File: config.mk
export PLATFORM = sky130hd
export DESIGN_NAME = emg_window_level_trigger
export DESIGN_NICKNAME = d
export VERILOG_FILES = /design/src/emgwl_pkg.sv /design/src/emgwl_front.sv /design/src/emgwl_queue.sv /design/src/emgwl_back.sv /design/src/emg_window_level_trigger.sv
export SDC_FILE = /design/constraint.sdc
export NUM_CORES = 1
export LEC_CHECK = 0
export ABC_AREA = 1
export BUFFER_PORTS_ARGS = -buffer_cell sky130_fd_sc_hd__buf_2
export CORE_MARGIN = 3
export CORE_UTILIZATION = 25
export CTS_BUF_LIST = sky130_fd_sc_hd__clkbuf_16
export CTS_CLUSTER_DIAMETER = 60
export CTS_CLUSTER_SIZE = 16
export DETAILED_ROUTE_END_ITERATION = 10
export GPL_ROUTABILITY_DRIVEN = 0
export PLACE_DENSITY = 0.44
export SYNTH_ARGS = -nofsm -noshare
export SYNTH_HDL_FRONTEND = slang
export SYNTH_HIERARCHICAL = 1
export SYNTH_SLANG_ARGS = --single-unit
export TNS_END_PERCENT = 50
File: constraint.sdc
create_clock -name aclk -period 16.35 [get_ports aclk]
set_input_delay 1.635 -clock aclk [delete_from_list [all_inputs] [get_ports aclk]]
set_output_delay 1.635 -clock aclk [all_outputs]
set_load 0.03 [all_outputs]
File: src/emgwl_pkg.sv
// shared types, constants and helper functions of the emg window level trigger
// no dependencies; every other file takes names from here by scope
package emgwl_pkg;

    localparam int CHANNELS    = 8;
    localparam int SAMPLE_W    = 8;
    localparam int SUM_W       = 14;
    localparam int LEN_W       = 7;
    localparam int THR_W       = 8;
    localparam int MEAN_W      = 8;
    localparam int COUNT_W     = 16;
    localparam int WIN_MAX     = 64;
    localparam int QUEUE_DEPTH = 2;
    localparam int CH_SHIFT    = $clog2(CHANNELS);
    localparam int TOTAL_W     = SUM_W + CH_SHIFT;
    localparam int STEP_W      = $clog2(SUM_W);
    localparam int IN_DATA_W   = CHANNELS * SAMPLE_W;
    localparam int OUT_DATA_W  = 96;

    localparam logic [LEN_W-1:0]   WINDOW_LEN_RESET = 7'd38;
    localparam logic [THR_W-1:0]   THRESHOLD_RESET  = 8'd12;
    localparam logic [COUNT_W-1:0] COUNT_MAX        = '1;

    typedef enum logic [1:0] {
        BACK_IDLE,
        BACK_DIV,
        BACK_DONE
    } back_state_t;

    typedef enum logic {
        REG_WINDOW_LEN      = 1'b0,
        REG_LEVEL_THRESHOLD = 1'b1
    } reg_index_t;

    // one closed window waiting for the divider
    typedef struct packed {
        logic [CHANNELS-1:0][SUM_W-1:0] sums;
        logic [LEN_W-1:0]               len;
    } job_t;

    typedef struct packed {
        logic full;
        logic empty;
    } queue_status_t;

    typedef struct packed {
        logic [CHANNELS-1:0][MEAN_W-1:0] means;
        logic [MEAN_W-1:0]               level;
        logic                            triggered;
        logic [COUNT_W-1:0]              count;
    } result_t;

    // absolute value, -128 gives 128 as an unsigned byte
    function automatic logic [SAMPLE_W-1:0] rectify(input logic [SAMPLE_W-1:0] raw);
        logic [SAMPLE_W-1:0] neg;
        neg = ~raw + SAMPLE_W'(1);
        return raw[SAMPLE_W-1] ? neg : raw;
    endfunction

    // zero acts as one, anything above the maximum acts as the maximum
    function automatic logic [LEN_W-1:0] effective_len(input logic [LEN_W-1:0] raw);
        logic [LEN_W-1:0] res;
        if (raw == '0) begin
            res = LEN_W'(1);
        end else if (raw > LEN_W'(WIN_MAX)) begin
            res = LEN_W'(WIN_MAX);
        end else begin
            res = raw;
        end
        return res;
    endfunction

endpackage

File: src/emgwl_front.sv
// front end: accepts samples, rectifies and accumulates per channel
// pushes closed windows into the job queue; uses emgwl_pkg
module emgwl_front (
    input  logic                                  aclk,
    input  logic                                  aresetn,
    input  logic                                  s_tvalid,
    output logic                                  s_tready,
    input  logic [emgwl_pkg::IN_DATA_W-1:0]       s_tdata,
    input  logic [emgwl_pkg::LEN_W-1:0]           window_len,
    input  emgwl_pkg::queue_status_t              q_status,
    output logic                                  push,
    output emgwl_pkg::job_t                       push_job
);

    logic [emgwl_pkg::CHANNELS-1:0][emgwl_pkg::SUM_W-1:0] sums_reg, sums_next, sums_add;
    logic [emgwl_pkg::LEN_W-1:0] count_reg, count_next, count_inc, eff_len;
    logic accept, close;

    assign s_tready = !q_status.full;
    assign accept   = s_tvalid && s_tready;
    assign eff_len  = emgwl_pkg::effective_len(window_len);

    always_comb begin
        for (int i = 0; i < emgwl_pkg::CHANNELS; i++) begin
            sums_add[i] = sums_reg[i] + emgwl_pkg::SUM_W'(emgwl_pkg::rectify(
                s_tdata[i*emgwl_pkg::SAMPLE_W +: emgwl_pkg::SAMPLE_W]));
        end
        count_inc = count_reg + emgwl_pkg::LEN_W'(1);
        close     = count_inc >= eff_len;

        sums_next  = sums_reg;
        count_next = count_reg;
        push       = 1'b0;
        if (accept) begin
            if (close) begin
                sums_next  = '0;
                count_next = '0;
                push       = 1'b1;
            end else begin
                sums_next  = sums_add;
                count_next = count_inc;
            end
        end
        push_job.sums = sums_add;
        push_job.len  = eff_len;
    end

    always_ff @(posedge aclk) begin
        if (!aresetn) begin
            sums_reg  <= '0;
            count_reg <= '0;
        end else begin
            sums_reg  <= sums_next;
            count_reg <= count_next;
        end
    end

endmodule

File: src/emgwl_queue.sv
// short job queue between front and back ends
// register based fifo of emgwl_pkg::job_t entries
module emgwl_queue #(
    parameter int DEPTH = emgwl_pkg::QUEUE_DEPTH
) (
    input  logic                     aclk,
    input  logic                     aresetn,
    input  logic                     push,
    input  emgwl_pkg::job_t          push_job,
    input  logic                     pop,
    output emgwl_pkg::job_t          pop_job,
    output emgwl_pkg::queue_status_t q_status
);

    localparam int PTR_W = (DEPTH > 1) ? $clog2(DEPTH) : 1;
    localparam int CNT_W = $clog2(DEPTH + 1);

    emgwl_pkg::job_t entry_reg [DEPTH];
    logic [PTR_W-1:0] wr_ptr_reg, wr_ptr_next, rd_ptr_reg, rd_ptr_next;
    logic [CNT_W-1:0] cnt_reg, cnt_next;

    assign q_status.full  = cnt_reg == CNT_W'(DEPTH);
    assign q_status.empty = cnt_reg == '0;
    assign pop_job        = entry_reg[rd_ptr_reg];

    always_comb begin
        wr_ptr_next = wr_ptr_reg;
        rd_ptr_next = rd_ptr_reg;
        cnt_next    = cnt_reg;
        if (push) begin
            wr_ptr_next = (wr_ptr_reg == PTR_W'(DEPTH - 1)) ? '0 : wr_ptr_reg + PTR_W'(1);
        end
        if (pop) begin
            rd_ptr_next = (rd_ptr_reg == PTR_W'(DEPTH - 1)) ? '0 : rd_ptr_reg + PTR_W'(1);
        end
        if (push && !pop) begin
            cnt_next = cnt_reg + CNT_W'(1);
        end else if (pop && !push) begin
            cnt_next = cnt_reg - CNT_W'(1);
        end
    end

    always_ff @(posedge aclk) begin
        if (!aresetn) begin
            wr_ptr_reg <= '0;
            rd_ptr_reg <= '0;
            cnt_reg    <= '0;
        end else begin
            wr_ptr_reg <= wr_ptr_next;
            rd_ptr_reg <= rd_ptr_next;
            cnt_reg    <= cnt_next;
        end
    end

    always_ff @(posedge aclk) begin
        if (push) begin
            entry_reg[wr_ptr_reg] <= push_job;
        end
    end

`ifndef SYNTHESIS
    a_no_push_full: assert property (@(posedge aclk) disable iff (!aresetn)
        !(push && q_status.full))
        else $error("job pushed into full queue");
    a_no_pop_empty: assert property (@(posedge aclk) disable iff (!aresetn)
        !(pop && q_status.empty))
        else $error("job popped from empty queue");
    a_push_fills: assert property (@(posedge aclk) disable iff (!aresetn)
        (push && !pop) |=> !q_status.empty)
        else $error("queue empty after push");
`endif

endmodule

File: src/emgwl_back.sv
// back end: eight radix-2 divider lanes share the window length,
// then level, trigger edge count and the output register; uses emgwl_pkg
module emgwl_back (
    input  logic                           aclk,
    input  logic                           aresetn,
    input  emgwl_pkg::queue_status_t       q_status,
    input  emgwl_pkg::job_t                pop_job,
    output logic                           pop,
    input  logic [emgwl_pkg::THR_W-1:0]    level_threshold,
    output logic                           m_tvalid,
    input  logic                           m_tready,
    output emgwl_pkg::result_t             result
);

    localparam int CH    = emgwl_pkg::CHANNELS;
    localparam int SUM_W = emgwl_pkg::SUM_W;
    localparam int LEN_W = emgwl_pkg::LEN_W;

    emgwl_pkg::back_state_t state_reg, state_next;
    logic [CH-1:0][SUM_W-1:0] quot_reg, quot_next;
    logic [CH-1:0][LEN_W-1:0] rem_reg, rem_next, trial;
    logic [LEN_W-1:0] len_reg, len_next;
    logic [emgwl_pkg::STEP_W-1:0] step_reg, step_next;
    logic [emgwl_pkg::TOTAL_W-1:0] total;
    logic [SUM_W-1:0] level;
    logic trig, load_out, valid_reg, valid_next, was_trig_reg, was_trig_next;
    logic [emgwl_pkg::COUNT_W-1:0] edge_cnt_reg, edge_cnt_next;
    emgwl_pkg::result_t result_reg, result_next;

    assign m_tvalid = valid_reg;
    assign result   = result_reg;

    always_comb begin
        total = '0;
        for (int i = 0; i < CH; i++) begin
            total = total + emgwl_pkg::TOTAL_W'(quot_reg[i]);
        end
        level = total[emgwl_pkg::TOTAL_W-1:emgwl_pkg::CH_SHIFT];
        trig  = level >= SUM_W'(level_threshold);

        // one restoring step in every lane
        for (int i = 0; i < CH; i++) begin
            trial[i] = {rem_reg[i][LEN_W-2:0], quot_reg[i][SUM_W-1]};
        end

        state_next    = state_reg;
        quot_next     = quot_reg;
        rem_next      = rem_reg;
        len_next      = len_reg;
        step_next     = step_reg;
        pop           = 1'b0;
        load_out      = 1'b0;
        valid_next    = valid_reg && !m_tready;
        was_trig_next = was_trig_reg;
        edge_cnt_next = edge_cnt_reg;
        result_next   = result_reg;

        case (state_reg)
            emgwl_pkg::BACK_IDLE: begin
                if (!q_status.empty) begin
                    pop        = 1'b1;
                    quot_next  = pop_job.sums;
                    rem_next   = '0;
                    len_next   = pop_job.len;
                    step_next  = '0;
                    state_next = emgwl_pkg::BACK_DIV;
                end
            end
            emgwl_pkg::BACK_DIV: begin
                for (int i = 0; i < CH; i++) begin
                    if (trial[i] >= len_reg) begin
                        rem_next[i]  = trial[i] - len_reg;
                        quot_next[i] = {quot_reg[i][SUM_W-2:0], 1'b1};
                    end else begin
                        rem_next[i]  = trial[i];
                        quot_next[i] = {quot_reg[i][SUM_W-2:0], 1'b0};
                    end
                end
                step_next = step_reg + emgwl_pkg::STEP_W'(1);
                if (step_reg == emgwl_pkg::STEP_W'(SUM_W - 1)) begin
                    state_next = emgwl_pkg::BACK_DONE;
                end
            end
            emgwl_pkg::BACK_DONE: begin
                // wait for a free output register
                if (!valid_reg || m_tready) begin
                    load_out      = 1'b1;
                    valid_next    = 1'b1;
                    was_trig_next = trig;
                    if (trig && !was_trig_reg && edge_cnt_reg != emgwl_pkg::COUNT_MAX) begin
                        edge_cnt_next = edge_cnt_reg + emgwl_pkg::COUNT_W'(1);
                    end
                    for (int i = 0; i < CH; i++) begin
                        result_next.means[i] = quot_reg[i][emgwl_pkg::MEAN_W-1:0];
                    end
                    result_next.level     = level[emgwl_pkg::MEAN_W-1:0];
                    result_next.triggered = trig;
                    result_next.count     = edge_cnt_next;
                    state_next            = emgwl_pkg::BACK_IDLE;
                end
            end
            default: begin
                state_next = emgwl_pkg::BACK_IDLE;
            end
        endcase
    end

    always_ff @(posedge aclk) begin
        if (!aresetn) begin
            state_reg    <= emgwl_pkg::BACK_IDLE;
            valid_reg    <= 1'b0;
            was_trig_reg <= 1'b0;
            edge_cnt_reg <= '0;
            step_reg     <= '0;
        end else begin
            state_reg    <= state_next;
            valid_reg    <= valid_next;
            was_trig_reg <= was_trig_next;
            edge_cnt_reg <= edge_cnt_next;
            step_reg     <= step_next;
        end
    end

    always_ff @(posedge aclk) begin
        quot_reg <= quot_next;
        rem_reg  <= rem_next;
        len_reg  <= len_next;
        if (load_out) begin
            result_reg <= result_next;
        end
    end

endmodule

File: src/emg_window_level_trigger.sv
// path: the window-closing sample pushes a job into the queue; the back pops it, runs the
//   14-step shared-divisor divider and loads the output register, which sets m_tvalid
// throughput: one sample per cycle into the front while the job queue is not full; the back
//   pops a new window only after the output load of the last one
// a two-entry job queue lets the front keep taking samples while the back divides
// reset (aresetn, synchronous, active low): accumulators, counts, queue and trigger state
//   clear; window_len returns to 38 and level_threshold to 12
module emg_window_level_trigger #(
    parameter int QUEUE_DEPTH = emgwl_pkg::QUEUE_DEPTH
) (
    input  logic                                aclk,
    input  logic                                aresetn,
    // input samples
    input  logic                                s_tvalid,
    output logic                                s_tready,
    // ch0 [7:0], ch1, ch2, ch3, ch4, ch5, ch6, ch7 [63:56], signed
    input  logic [emgwl_pkg::IN_DATA_W-1:0]     s_tdata,
    // results
    output logic                                m_tvalid,
    input  logic                                m_tready,
    // mean0 [7:0] .. mean7 [63:56], overall_level [71:64], triggered [72],
    // trigger_count [88:73], zero [95:89]
    output logic [emgwl_pkg::OUT_DATA_W-1:0]    m_tdata,
    // configuration
    input  logic                                psel,
    input  logic                                penable,
    input  logic                                pwrite,
    input  logic [2:0]                          paddr,
    input  logic [31:0]                         pwdata,
    output logic [31:0]                         prdata,
    output logic                                pready
);

    logic [emgwl_pkg::LEN_W-1:0] window_len_reg;
    logic [emgwl_pkg::THR_W-1:0] level_threshold_reg;
    logic cfg_write;
    emgwl_pkg::reg_index_t cfg_index;

    logic push, pop;
    emgwl_pkg::job_t push_job, pop_job;
    emgwl_pkg::queue_status_t q_status;
    emgwl_pkg::result_t result;

    // register file: window length at 0x0, threshold at 0x4
    assign pready    = 1'b1;
    assign cfg_write = psel && penable && pwrite && pready;
    assign cfg_index = emgwl_pkg::reg_index_t'(paddr[2]);

    always_ff @(posedge aclk) begin
        if (!aresetn) begin
            window_len_reg      <= emgwl_pkg::WINDOW_LEN_RESET;
            level_threshold_reg <= emgwl_pkg::THRESHOLD_RESET;
        end else if (cfg_write) begin
            case (cfg_index)
                emgwl_pkg::REG_WINDOW_LEN: begin
                    window_len_reg <= pwdata[emgwl_pkg::LEN_W-1:0];
                end
                emgwl_pkg::REG_LEVEL_THRESHOLD: begin
                    level_threshold_reg <= pwdata[emgwl_pkg::THR_W-1:0];
                end
                default: begin
                end
            endcase
        end
    end

    always_comb begin
        case (cfg_index)
            emgwl_pkg::REG_WINDOW_LEN:      prdata = 32'(window_len_reg);
            emgwl_pkg::REG_LEVEL_THRESHOLD: prdata = 32'(level_threshold_reg);
            default:                        prdata = '0;
        endcase
    end

    // front: rectify and accumulate, hand closed windows to the queue
    emgwl_front u_front (
        .aclk       (aclk),
        .aresetn    (aresetn),
        .s_tvalid   (s_tvalid),
        .s_tready   (s_tready),
        .s_tdata    (s_tdata),
        .window_len (window_len_reg),
        .q_status   (q_status),
        .push       (push),
        .push_job   (push_job)
    );

    emgwl_queue #(
        .DEPTH (QUEUE_DEPTH)
    ) u_queue (
        .aclk     (aclk),
        .aresetn  (aresetn),
        .push     (push),
        .push_job (push_job),
        .pop      (pop),
        .pop_job  (pop_job),
        .q_status (q_status)
    );

    // back: divide, level, trigger edge count, output register
    emgwl_back u_back (
        .aclk            (aclk),
        .aresetn         (aresetn),
        .q_status        (q_status),
        .pop_job         (pop_job),
        .pop             (pop),
        .level_threshold (level_threshold_reg),
        .m_tvalid        (m_tvalid),
        .m_tready        (m_tready),
        .result          (result)
    );

    // pack result fields, first field lowest
    always_comb begin
        m_tdata = '0;
        for (int i = 0; i < emgwl_pkg::CHANNELS; i++) begin
            m_tdata[i*emgwl_pkg::MEAN_W +: emgwl_pkg::MEAN_W] = result.means[i];
        end
        m_tdata[64 +: emgwl_pkg::MEAN_W]  = result.level;
        m_tdata[72]                       = result.triggered;
        m_tdata[73 +: emgwl_pkg::COUNT_W] = result.count;
    end

endmodule
==> summary.txt <==
Detailed routing
  – Drt initial violations: 1,624
  – Post-route antenna net violation count: 0
  – Detailed Route WL: around 100,000 µm
  – Drt wl/cell: ~17 µm
  – Total number of vias: roughly 26k
  – DRC: 0
  – Number of detailed-route iterations in the first pass: 5
  – Mean number of vias per cell: roughly 4.3

Setup path
  – Type of destination of the critical path: flop
  – Largest delay share family, worst path: adder cells
  – Worst Path Required: 16.96 ns
  – Number of buffers and inverters on the critical path: 5
  – Slowest cell delay on critical path: 0.63 ns
  – Worst path slowest cell: fa_1
  – Worst Path Arrival: ~7.7 ns
  – Kind of start point of the critical path: flop
  – Type of the worst setup path: reg -> reg
  – Highest net fanout along the worst path: 20

Synth
  – EDFF count, synth: approximately 500
  – Mapped Cells: around 3.9k
  – Cell area after technology mapping: between 30,000 and 40,000 µm²
  – Count of state elements after synthesis: between 600 and 700
  – Post-synthesis area per instance: 9.390 µm²
  – Yosys warns: 6
  – Number of distinct library cells after synthesis: 53
  – Sequential share of the synthesized area: between 40% and 50%
  – Async S/R FF share, synth: 0%
  – Flip-flop cell with the highest count after synthesis: edfxtp_1

Finish
  – Most common cell after layout, fill and taps aside: nand2_1
  – Share of cells above drive strength 1: roughly an eighth
  – Final nets: 4,468
  – Synth-to-layout area growth: 14.89%
  – Area of combinational cells with multiple inputs: 15,900 µm²
  – Largest register FFs: 238
  – Number of fillers in the final layout: between 15k and 20k
  – Most frequent cells in the layout: 1,078 x nand2_1, 552 x inv_1, 494 x edfxtp_1
  – Seq. cell area: 18,100 µm²

Clocking
  – Clock root buffer: clkbuf_16
  – # resized after CTS: 0
  – Source-to-sink clock delay at the later pin of the worst-skew pair: 0.68 ns
  – Total of hold buffers inserted after clock tree synthesis: 0
  – Post-CTS Repair Setup Buffers: 0
  – Sinks on the clock net: 657
  – Maximum buffer depth of the clock tree: 3
  – CTS tree: done
  – Number of clock buffers inserted by TritonCTS: 83
  – Clock transition at the register clock pins on the worst setup and hold paths after CTS: around 0.07 ns
  – CTS H-Tree Depth: 3

STA
  – Slew at the pin with the worst max-slew slack: roughly 1.1 ns
  – Number of endpoints with negative hold slack in the final report: 0
  – Skew final: between 0.03 and 0.04 ns
  – Final Setup Violations: 0
  – Period Utilization, post-route: about 43%
  – Highest attainable clock frequency: around 140 MHz
  – Unrepaired setup endpoints after global routing: false
  – Number of slew-limit violations in the final report: 0
  – Worst slew margin relative to its limit: approximately 28%
  – Fin Setup TNS: 0 ns
  – Post-route minimum period: 7.058 ns

GRT
  – Wire length of the first global-routing pass: around 150,000 µm
  – Total global routing track utilization: a little over an eighth
  – Pin count of the biggest net entering global routing: a little over 90
  – Number of antenna violations at the first check in global routing: 15
  – GRT overflow: 0
  – Vias in the first global route: approximately 26k

Die
  – Die height: about 400 µm
  – Effective utilization at floorplan: between 20% and 30%
  – Full die area: between 150,000 and 200,000 µm²
  – Total core area: roughly 150,000 µm²
  – I/O pins: around 240
  – Row count: between 100 and 150
  – Die width: around 400 µm

Placement
  – Half-perimeter wire length after placement: approximately 72,000 µm
  – I/O Buffers: ~180

Job
  – Max_cap viols: 0

Worst hold path
  – Min-delay worst type: reg -> reg

Outcome
  – Status: finished, final reports clean
[per-layer routing]
metal  vias to the layer above  track usage [%]  part of all wire [%]
li1                      13180                -                     -
met1                     12290            18.18                    48
met2                       442            21.16                    45
met3                       139            2.477                   4.3
met4                        10            3.818                   2.6
met5                         -                0                 0.071
[stage by stage]
stage                     utilization (%)  instance area [µm²]  worst slack, ns  instances  hold WS, ns
after floorplan                         -                36930            8.897       3951       0.4264
after global placement              27.09                39530            9.114       5925       0.4289
after detailed placement            27.09                39530            9.171       5925       0.4326
after CTS                           28.99                42290            9.149       6079       0.4484
after global routing                28.99                42290            8.739       6079       0.4621
final                               28.99                42300            9.292       6082       0.4413
[cell families (layout without fill, tap and decap cells)]
kind of cell    Yosys count  after routing  synth area share (%)
mux                     119            119                 3.640
xor+xnor                143            143                 3.402
fa+ha+maj               269            269                 11.14
compound gates          432            432                 6.090
other cells               2             35               0.02040
simple gates           1604           1604                 18.51
flops                   657            657                 49.15
buf+inv                 695            906                 8.041
[worst paths after layout]
path,to,depth (start not counted),start,slack [ns]
max,u_back/edge_cnt_reg[15]$_SDFFE_PN0P_,28,u_back/quot_reg[58]$_DFFE_PP_,9.29
min,u_back/result[34]$_DFFE_PP_,0,u_back/quot_reg[15]$_DFFE_PP_,0.44
max reg2reg,u_back/edge_cnt_reg[15]$_SDFFE_PN0P_,28,u_back/quot_reg[58]$_DFFE_PP_,9.29
min reg2reg,u_back/result[34]$_DFFE_PP_,0,u_back/quot_reg[15]$_DFFE_PP_,0.44
[cell type report]
| cell class | count | share of cell area (%) |
|---|---|---|
| Sequential cell | 657 | 42.79 |
| Multi-Input combinational cell | 2599 | 37.59 |
| Tap cell | 1917 | 5.670 |
| Clock buffer | 85 | 5.028 |
| Inverter | 556 | 4.975 |
| Timing Repair Buffer | 196 | 2.425 |
| Clock inverter | 69 | 1.500 |
| Antenna cell | 3 | 0.01775 |
[cells in the mapped netlist, types with 46 or more instances]
master,instances,share of area (%)
nor2_1,160,1.6
a21oi_1,244,3.3
nand3_1,196,2.7
mux2_2,119,3.6
nand4_1,46,0.78
edfxtp_1,494,40
clkbuf_1,66,0.67
ha_1,171,5.8
dfxtp_1,163,8.9
o21ai_0,157,2.1
xor2_1,109,2.6
nand2_1,1079,11
inv_1,546,5.6
fa_1,98,5.3
Power is not shown: default switching activity piles up to over one toggle a cycle in this logic, so the estimate is an artifact.
